==> src/hdl/assert_macros.svh <==
// Assertion macros shared by the date stepping block.
// Depends on nothing; included by modules that check their own logic.
`ifndef ASSERT_MACROS_SVH
`define ASSERT_MACROS_SVH

// Same-cycle implication under reset.
`define ASSERT_IMP(label, clk, rst_n, ante, cons) \
	label: assert property (@(posedge clk) disable iff (!rst_n) (ante) |-> (cons)) \
		else $error("assertion failed: same-cycle implication");

// Next-cycle implication under reset.
`define ASSERT_NXT(label, clk, rst_n, ante, cons) \
	label: assert property (@(posedge clk) disable iff (!rst_n) (ante) |=> (cons)) \
		else $error("assertion failed: next-cycle implication");

`endif

==> src/hdl/dmd_pkg.sv <==
// Shared types, constants and calendar functions for date_minus_days.
// Depends on nothing.
package dmd_pkg;

	localparam int DAY_W = 5;
	localparam int MON_W = 4;
	localparam int YEAR_W = 14;
	localparam int DOY_W = 9;
	localparam int R400_W = 9;
	localparam int DAYS_BACK_BITS_DEF = 16;
	localparam logic [YEAR_W-1:0] YEAR_MAX = YEAR_W'(9999);
	localparam logic [YEAR_W-1:0] CYCLE_YEARS = YEAR_W'(400);
	localparam logic [MON_W-1:0] MON_FEB = MON_W'(2);
	localparam logic [MON_W-1:0] MON_DEC = MON_W'(12);

	typedef logic alu_op_t;
	localparam alu_op_t ALU_SUB = 1'b0;
	localparam alu_op_t ALU_ADD = 1'b1;

	localparam logic [DAY_W-1:0] MONTH_LEN [12] = '{
		5'd31, 5'd28, 5'd31, 5'd30, 5'd31, 5'd30,
		5'd31, 5'd31, 5'd30, 5'd31, 5'd30, 5'd31
	};

	// Leap test from the year modulo 400.
	function automatic logic is_leap(input logic [R400_W-1:0] r);
		return (r[1:0] == 2'b00) && (r != R400_W'(100)) && (r != R400_W'(200))
			&& (r != R400_W'(300));
	endfunction

	function automatic logic [R400_W-1:0] r400_prev(input logic [R400_W-1:0] r);
		return (r == '0) ? R400_W'(399) : r - R400_W'(1);
	endfunction

	function automatic logic [DAY_W-1:0] month_days(input logic leap,
			input logic [MON_W-1:0] m);
		logic [3:0] idx;
		idx = (m == '0) ? 4'd0 : ((m > MON_DEC) ? 4'd11 : m - 4'd1);
		if (m == MON_FEB && leap)
			return DAY_W'(29);
		return MONTH_LEN[idx];
	endfunction

	// Last zero-based day of the year.
	function automatic logic [DOY_W-1:0] year_last_doy(input logic leap);
		return leap ? DOY_W'(365) : DOY_W'(364);
	endfunction

endpackage

==> src/hdl/dmd_alu.sv <==
// Shared add/subtract and compare unit for the date sequencer.
// Depends on dmd_pkg.
module dmd_alu import dmd_pkg::*; #(
	parameter int W = 16
) (
	input  alu_op_t      op,
	input  logic [W-1:0] a,
	input  logic [W-1:0] b,
	output logic [W-1:0] res,
	output logic         ge
);

	logic [W:0] diff;

	assign diff = {1'b0, a} - {1'b0, b};
	assign ge = ~diff[W];

	always_comb begin
		case (op)
			ALU_ADD: res = a + b;
			ALU_SUB: res = diff[W-1:0];
			default: res = diff[W-1:0];
		endcase
	end

endmodule

==> src/hdl/date_minus_days.sv <==
// Top level of date_minus_days: sequencer, working registers and shared ALU.
// Depends on dmd_pkg, dmd_alu and assert_macros.svh.
//
// Usage: drive day_in, month_in, year_in and days_back and raise start while
// busy is low; the word is taken at that edge. busy stays high until the
// result has been shown. The result appears on day_out, month_out, year_out
// and hit_floor for exactly one cycle, marked by done; the receiver cannot
// stall it. Out-of-range inputs are clamped to the nearest valid date.
// Steps: reduce the year modulo 400, sum the month lengths before the start
// month and the start day into a zero-based day of year, step back one year
// at a time while the remaining days cover the day of year plus one, finish
// the day of year (skipped at the floor), walk forward through the months and
// show the result; the next word is taken once busy has dropped. Every
// arithmetic step uses the single shared add/subtract unit.
// Reset returns the sequencer to idle and drops busy and done.
`include "assert_macros.svh"
module date_minus_days import dmd_pkg::*; #(
	parameter int DAYS_BACK_BITS = DAYS_BACK_BITS_DEF
) (
	input  logic                      clk,
	input  logic                      arst_n,
	input  logic                      start,
	output logic                      busy,
	input  logic [DAY_W-1:0]          day_in,
	input  logic [MON_W-1:0]          month_in,
	input  logic [YEAR_W-1:0]         year_in,
	input  logic [DAYS_BACK_BITS-1:0] days_back,
	output logic                      done,
	output logic [DAY_W-1:0]          day_out,
	output logic [MON_W-1:0]          month_out,
	output logic [YEAR_W-1:0]         year_out,
	output logic                      hit_floor
);

	localparam int AW = (DAYS_BACK_BITS > YEAR_W) ? DAYS_BACK_BITS : YEAR_W;

	localparam logic [2:0] S_IDLE  = 3'd0;
	localparam logic [2:0] S_MOD   = 3'd1;
	localparam logic [2:0] S_DOY   = 3'd2;
	localparam logic [2:0] S_YEAR  = 3'd3;
	localparam logic [2:0] S_FIX   = 3'd4;
	localparam logic [2:0] S_MONTH = 3'd5;
	localparam logic [2:0] S_DONE  = 3'd6;

	logic [2:0]                state_q;
	logic [AW-1:0]             rem_q;
	logic [YEAR_W-1:0]         y_q;
	logic [YEAR_W-1:0]         r400_q;
	logic [DOY_W-1:0]          doy_q;
	logic [MON_W-1:0]          m_q;
	logic [MON_W-1:0]          mt_q;
	logic [DAY_W-1:0]          d_q;
	logic                      floor_q;

	alu_op_t                   alu_op;
	logic [AW-1:0]             alu_a;
	logic [AW-1:0]             alu_b;
	logic [AW-1:0]             alu_res;
	logic                      alu_ge;

	logic                      leap_cur;
	logic [R400_W-1:0]         r_prev;
	logic [DAY_W-1:0]          dim_m;
	logic [DAY_W-1:0]          dim_t;
	logic [DAY_W-1:0]          d_clamp;
	logic [MON_W-1:0]          m_in_c;
	logic [YEAR_W-1:0]         y_in_c;

	assign leap_cur = is_leap(r400_q[R400_W-1:0]);
	assign r_prev = r400_prev(r400_q[R400_W-1:0]);
	assign dim_m = month_days(leap_cur, m_q);
	assign dim_t = month_days(leap_cur, mt_q);
	assign d_clamp = (d_q > dim_t) ? dim_t : d_q;

	assign m_in_c = (month_in == '0) ? MON_W'(1) : ((month_in > MON_DEC) ? MON_DEC : month_in);
	assign y_in_c = (year_in == '0) ? YEAR_W'(1) : ((year_in > YEAR_MAX) ? YEAR_MAX : year_in);

	always_comb begin
		alu_op = ALU_SUB;
		alu_a = AW'(doy_q);
		alu_b = AW'(dim_m);
		case (state_q)
			S_MOD: begin
				alu_a = AW'(r400_q);
				alu_b = AW'(CYCLE_YEARS);
			end
			S_DOY: begin
				alu_op = ALU_ADD;
				alu_b = (m_q == mt_q) ? AW'(d_clamp - DAY_W'(1)) : AW'(dim_m);
			end
			S_YEAR: begin
				alu_a = rem_q;
				alu_b = AW'(doy_q) + AW'(1);
			end
			S_FIX: begin
				alu_b = rem_q;
			end
			default: begin
				alu_b = AW'(dim_m);
			end
		endcase
	end

	dmd_alu #(.W(AW)) u_alu (
		.op  (alu_op),
		.a   (alu_a),
		.b   (alu_b),
		.res (alu_res),
		.ge  (alu_ge)
	);

	always_ff @(posedge clk or negedge arst_n) begin
		if (!arst_n) begin
			state_q <= S_IDLE;
		end else begin
			case (state_q)
				S_IDLE:  if (start) state_q <= S_MOD;
				S_MOD:   if (!alu_ge) state_q <= S_DOY;
				S_DOY:   if (m_q == mt_q) state_q <= S_YEAR;
				S_YEAR: begin
					if (!alu_ge)
						state_q <= S_FIX;
					else if (y_q == YEAR_W'(1))
						state_q <= S_MONTH;
				end
				S_FIX:   state_q <= S_MONTH;
				S_MONTH: if (!(m_q < MON_DEC && alu_ge)) state_q <= S_DONE;
				S_DONE:  state_q <= S_IDLE;
				default: state_q <= S_IDLE;
			endcase
		end
	end

	always_ff @(posedge clk) begin
		case (state_q)
			S_IDLE: begin
				if (start) begin
					rem_q <= AW'(days_back);
					y_q <= y_in_c;
					r400_q <= y_in_c;
					mt_q <= m_in_c;
					d_q <= (day_in == '0) ? DAY_W'(1) : day_in;
					floor_q <= 1'b0;
				end
			end
			S_MOD: begin
				if (alu_ge) begin
					r400_q <= alu_res[YEAR_W-1:0];
				end else begin
					m_q <= MON_W'(1);
					doy_q <= '0;
				end
			end
			S_DOY: begin
				doy_q <= alu_res[DOY_W-1:0];
				if (m_q != mt_q)
					m_q <= m_q + MON_W'(1);
			end
			S_YEAR: begin
				if (alu_ge) begin
					if (y_q == YEAR_W'(1)) begin
						doy_q <= '0;
						floor_q <= 1'b1;
						m_q <= MON_W'(1);
					end else begin
						rem_q <= alu_res;
						y_q <= y_q - YEAR_W'(1);
						r400_q <= YEAR_W'(r_prev);
						doy_q <= year_last_doy(is_leap(r_prev));
					end
				end
			end
			S_FIX: begin
				doy_q <= alu_res[DOY_W-1:0];
				m_q <= MON_W'(1);
			end
			S_MONTH: begin
				if (m_q < MON_DEC && alu_ge) begin
					doy_q <= alu_res[DOY_W-1:0];
					m_q <= m_q + MON_W'(1);
				end
			end
			default: begin
				doy_q <= doy_q;
			end
		endcase
	end

	assign busy = (state_q != S_IDLE);
	assign done = (state_q == S_DONE);
	assign day_out = doy_q[DAY_W-1:0] + DAY_W'(1);
	assign month_out = m_q;
	assign year_out = y_q;
	assign hit_floor = floor_q;

	`ASSERT_NXT(a_start_busy, clk, arst_n, start && !busy, busy && !done)
	`ASSERT_NXT(a_done_once, clk, arst_n, done, !done && !busy)
	`ASSERT_IMP(a_month_ok, clk, arst_n, done, month_out != '0 && month_out <= MON_DEC)
	`ASSERT_IMP(a_floor_date, clk, arst_n, done && hit_floor,
		year_out == YEAR_W'(1) && month_out == MON_W'(1) && day_out == DAY_W'(1))

endmodule
==> config.mk <==
export PLATFORM = sky130hd
export DESIGN_NAME = date_minus_days
export DESIGN_NICKNAME = d
export VERILOG_FILES = /design/src/hdl/dmd_pkg.sv /design/src/hdl/dmd_alu.sv /design/src/hdl/date_minus_days.sv
export VERILOG_INCLUDE_DIRS = /design/src /design/src/hdl
export SDC_FILE = /design/constraint.sdc
export NUM_CORES = 1
export LEC_CHECK = 0
export ABC_AREA = 1
export BUFFER_PORTS_ARGS = -buffer_cell sky130_fd_sc_hd__buf_2
export CORE_MARGIN = 10
export CORE_UTILIZATION = 61
export DETAILED_ROUTE_END_ITERATION = 12
export PLACE_DENSITY = 0.87
export SYNTH_ARGS = -nofsm -noshare
export SYNTH_HDL_FRONTEND = slang
export SYNTH_SLANG_ARGS = --single-unit
==> constraint.sdc <==
create_clock -name clk -period 8.15 [get_ports clk]
set_input_delay 0.815 -clock clk [delete_from_list [all_inputs] [get_ports clk]]
set_output_delay 0.815 -clock clk [all_outputs]
set_load 0.05 [all_outputs]
==> qor.yml <==
drt:
  drtPass1Iterations: 6
  drc: 0
  vias_per_cell: 5.873
  avgRoutedWirePerCell_um: 16.66
  drtIter0Drc: 676
  drt-total-wl_um: 18920
  vias: 6672
  final_antenna_net_count: 0
setup_path:
  crit_type: "flip-flop to flip-flop"
  path_buf_inv: 2
  worstReg2RegStart: "mt_q[0]$_SDFFCE_PN1P_"
  reg2reg_depth: 28
  critPathCaptureType: "flip-flop"
  crit_fanout: 30
  cpMaxStageDelayCell: "a21oi_4"
  arrival_ns: 5.73
  start_kind: "flip-flop"
  r2r_end: "rem_q[3]$_DFFE_PP_"
  r2r_setup_slack_ns: 2.39
  crit_top_cell: "nand2_1"
  required_ns: 8.12
  crit_family: "compound AO/OA/AOI/OAI gates"
  slowest_delay_ns: 0.80
timing:
  fin_crit_ns: 5.759
  slew_headroom: 0.3193
  finalHoldViolations: 0
  clock.fmax_ghz: 0.1737
  fin_crit_sh: 0.7066
  holdWs_ns: 0.2513
  fin_skew_ns: 0.009866
  setup_viol: 0
  tightest_slew_ns: 1.019
  maxSlewViolCount: 0
  setup_tns_ns: 0
  rsz0062_at_grt: "false"
global_route:
  busiest_layer: "met2"
  gr-usage-met3: 0.04936
  grt_max_degree: 57
  first_global_vias: 6532
  grt_pass1_wl_um: 30970
  grtUsageMet1: 0.2867
  grt_usage: 0.2360
  use_met2: 0.3917
  grt-ovfl-total: 0
  antenna_found_initial: 0
logic_synthesis:
  synth_top_area_cell: "edfxtp_1"
  synthTopCellsByCount: "nand2_1 (245), inv_1 (118), nor2_1 (79), edfxtp_1 (67), nand3_1 (64)"
  synthCells: 942
  synth_seq_area_share: 0.3134
  ys_async_sr_fraction: 0.04286
  synth_cell_types: 53
  synthesis.area_um2: 6659
  syn_nets: 1030
  synth-edff-count: 67
  synthFlopType: "edfxtp_1"
  synth_top_area_share: 0.3021
  syn_area_per_cell_um2: 7.069
  yosysMostFrequentCell: "nand2_1"
  synth-seq-cells: 70
  synth_area_leaders: "edfxtp_1 (30%), nand2_1 (14%), ha_1 (8.3%)"
  yosysWarnings: 0
clock_tree:
  cts_root_buf: "clkbuf_8"
  ctsLongestPathBuffers: 2
  cts_made_buffers: 9
  cts_setup_buffers: 0
  clock_sinks: 70
  htreeDepth: 3
  ctsResizeCount: 0
  clk_pin_slew_ns: 0.08
  cts_hold_buf: 0
  insertion_delay_ns: 0.36
  cts_tree: "done"
placed_design:
  gp_congestion: 0.9351
  dp_hpwl_um: 14830
  port_buffers: 67
  dp.cells: 1120
die:
  die_x_um: 124.5
  rows: 38
  die_y_um: 124.5
  ioPinCount: 68
  coreArea_um2: 10750
  die-area_um2: 15500
  start_util: 0.6197
final_layout:
  final_cells: 1136
  fillers: 954
  nNetsFinal: 1079
  n_antenna_cell: 0
  layout-drive-gt1-share: 0.1406
  area_growth_pct: 8.907
run:
  cap_violations: 0
min_path:
  hold_class: "primary input to async pin"
outcome:
  status: "finished clean"
-- cell usage in the layout, fill, tap and decap left out, types with 3 or more instances in the layout --
cell type / count
a21oi_1: 43
a31oi_1: 5
a32oi_1: 3
buf_2: 67
clkbuf_8: 9
dfrtp_1: 3
edfxtp_1: 67
ha_1: 44
inv_1: 118
inv_2: 17
nand2_1: 244
nand2_2: 11
nand3_1: 64
nand3_2: 3
nand3b_1: 3
nand4_1: 19
nor2_1: 79
nor2_2: 6
nor3_1: 17
nor4_1: 4
o211ai_1: 7
o21ai_0: 57
o21ai_1: 8
o21ai_2: 6
o21bai_1: 6
o221ai_1: 5
o22ai_1: 7
or2_2: 3
xnor2_1: 5
xor2_1: 29
-- worst max path at each step --
stage                                     start                     to  slack [ns]  cells past startpoint
final                     mt_q[0]$_SDFFCE_PN1P_     rem_q[3]$_DFFE_PP_        2.39                     28
after global routing      mt_q[0]$_SDFFCE_PN1P_     rem_q[2]$_DFFE_PP_        1.92                     28
after global placement    mt_q[0]$_SDFFCE_PN1P_  year_out[0]$_DFFE_PP_        2.69                     27
after detailed placement  mt_q[0]$_SDFFCE_PN1P_  year_out[0]$_DFFE_PP_        2.46                     28
after floorplan           mt_q[0]$_SDFFCE_PN1P_     rem_q[0]$_DFFE_PP_        2.21                     27
after CTS                 mt_q[0]$_SDFFCE_PN1P_  year_out[4]$_DFFE_PP_        2.40                     27
-- logic make-up after synthesis --
group	after synthesis	synth area share
AOI/OAI and AO/OA	162	0.1449
xor gates and xnor gates	34	0.04472
adders and majority gates	46	0.08869
buffers and inverters	166	0.09996
DFF	70	0.3134
muxes	1	0.001691
and+or+nand+nor	463	0.3067
-- sequential cells by signal, indices dropped and copies added (netlist names) --
signal and count:
state_q 3, mt_q 4, doy_q 9, rem_q 16
d_q 5, r400_q 14, hit_floor 1, month_out 4
year_out 14
-- stage by stage --
step	area (um2)	util	worst slack, ns
floorplan	6659	-	2.212
global placement	7039	0.6551	2.687
detailed placement	7039	0.6551	2.458
CTS	7252	0.6749	2.396
global route	7252	0.6749	1.917
finish	7252	0.6749	2.391
-- layer usage --
layer	up-vias	share of wire	wire length, um
met5	-	0	0
met4	0	0.031	590
met3	61	0.10	1966
met2	368	0.47	8874
met1	3003	0.40	7492
li1	3240	-	-
-- cell type report --
cell class	count	area, um2	share of cell area
inverter	135	506.7	0.06988
clock inverter	6	85.08	0.01173
clock buffer	10	127.6	0.01760
sequential	70	2087	0.2878
multi-input combinational	706	3920	0.5405
tap	140	175.2	0.02415
timing repair buffer	69	350.3	0.04831
Power is not shown: default switching activity piles up to over one toggle a cycle in this logic, so the estimate is an artifact.
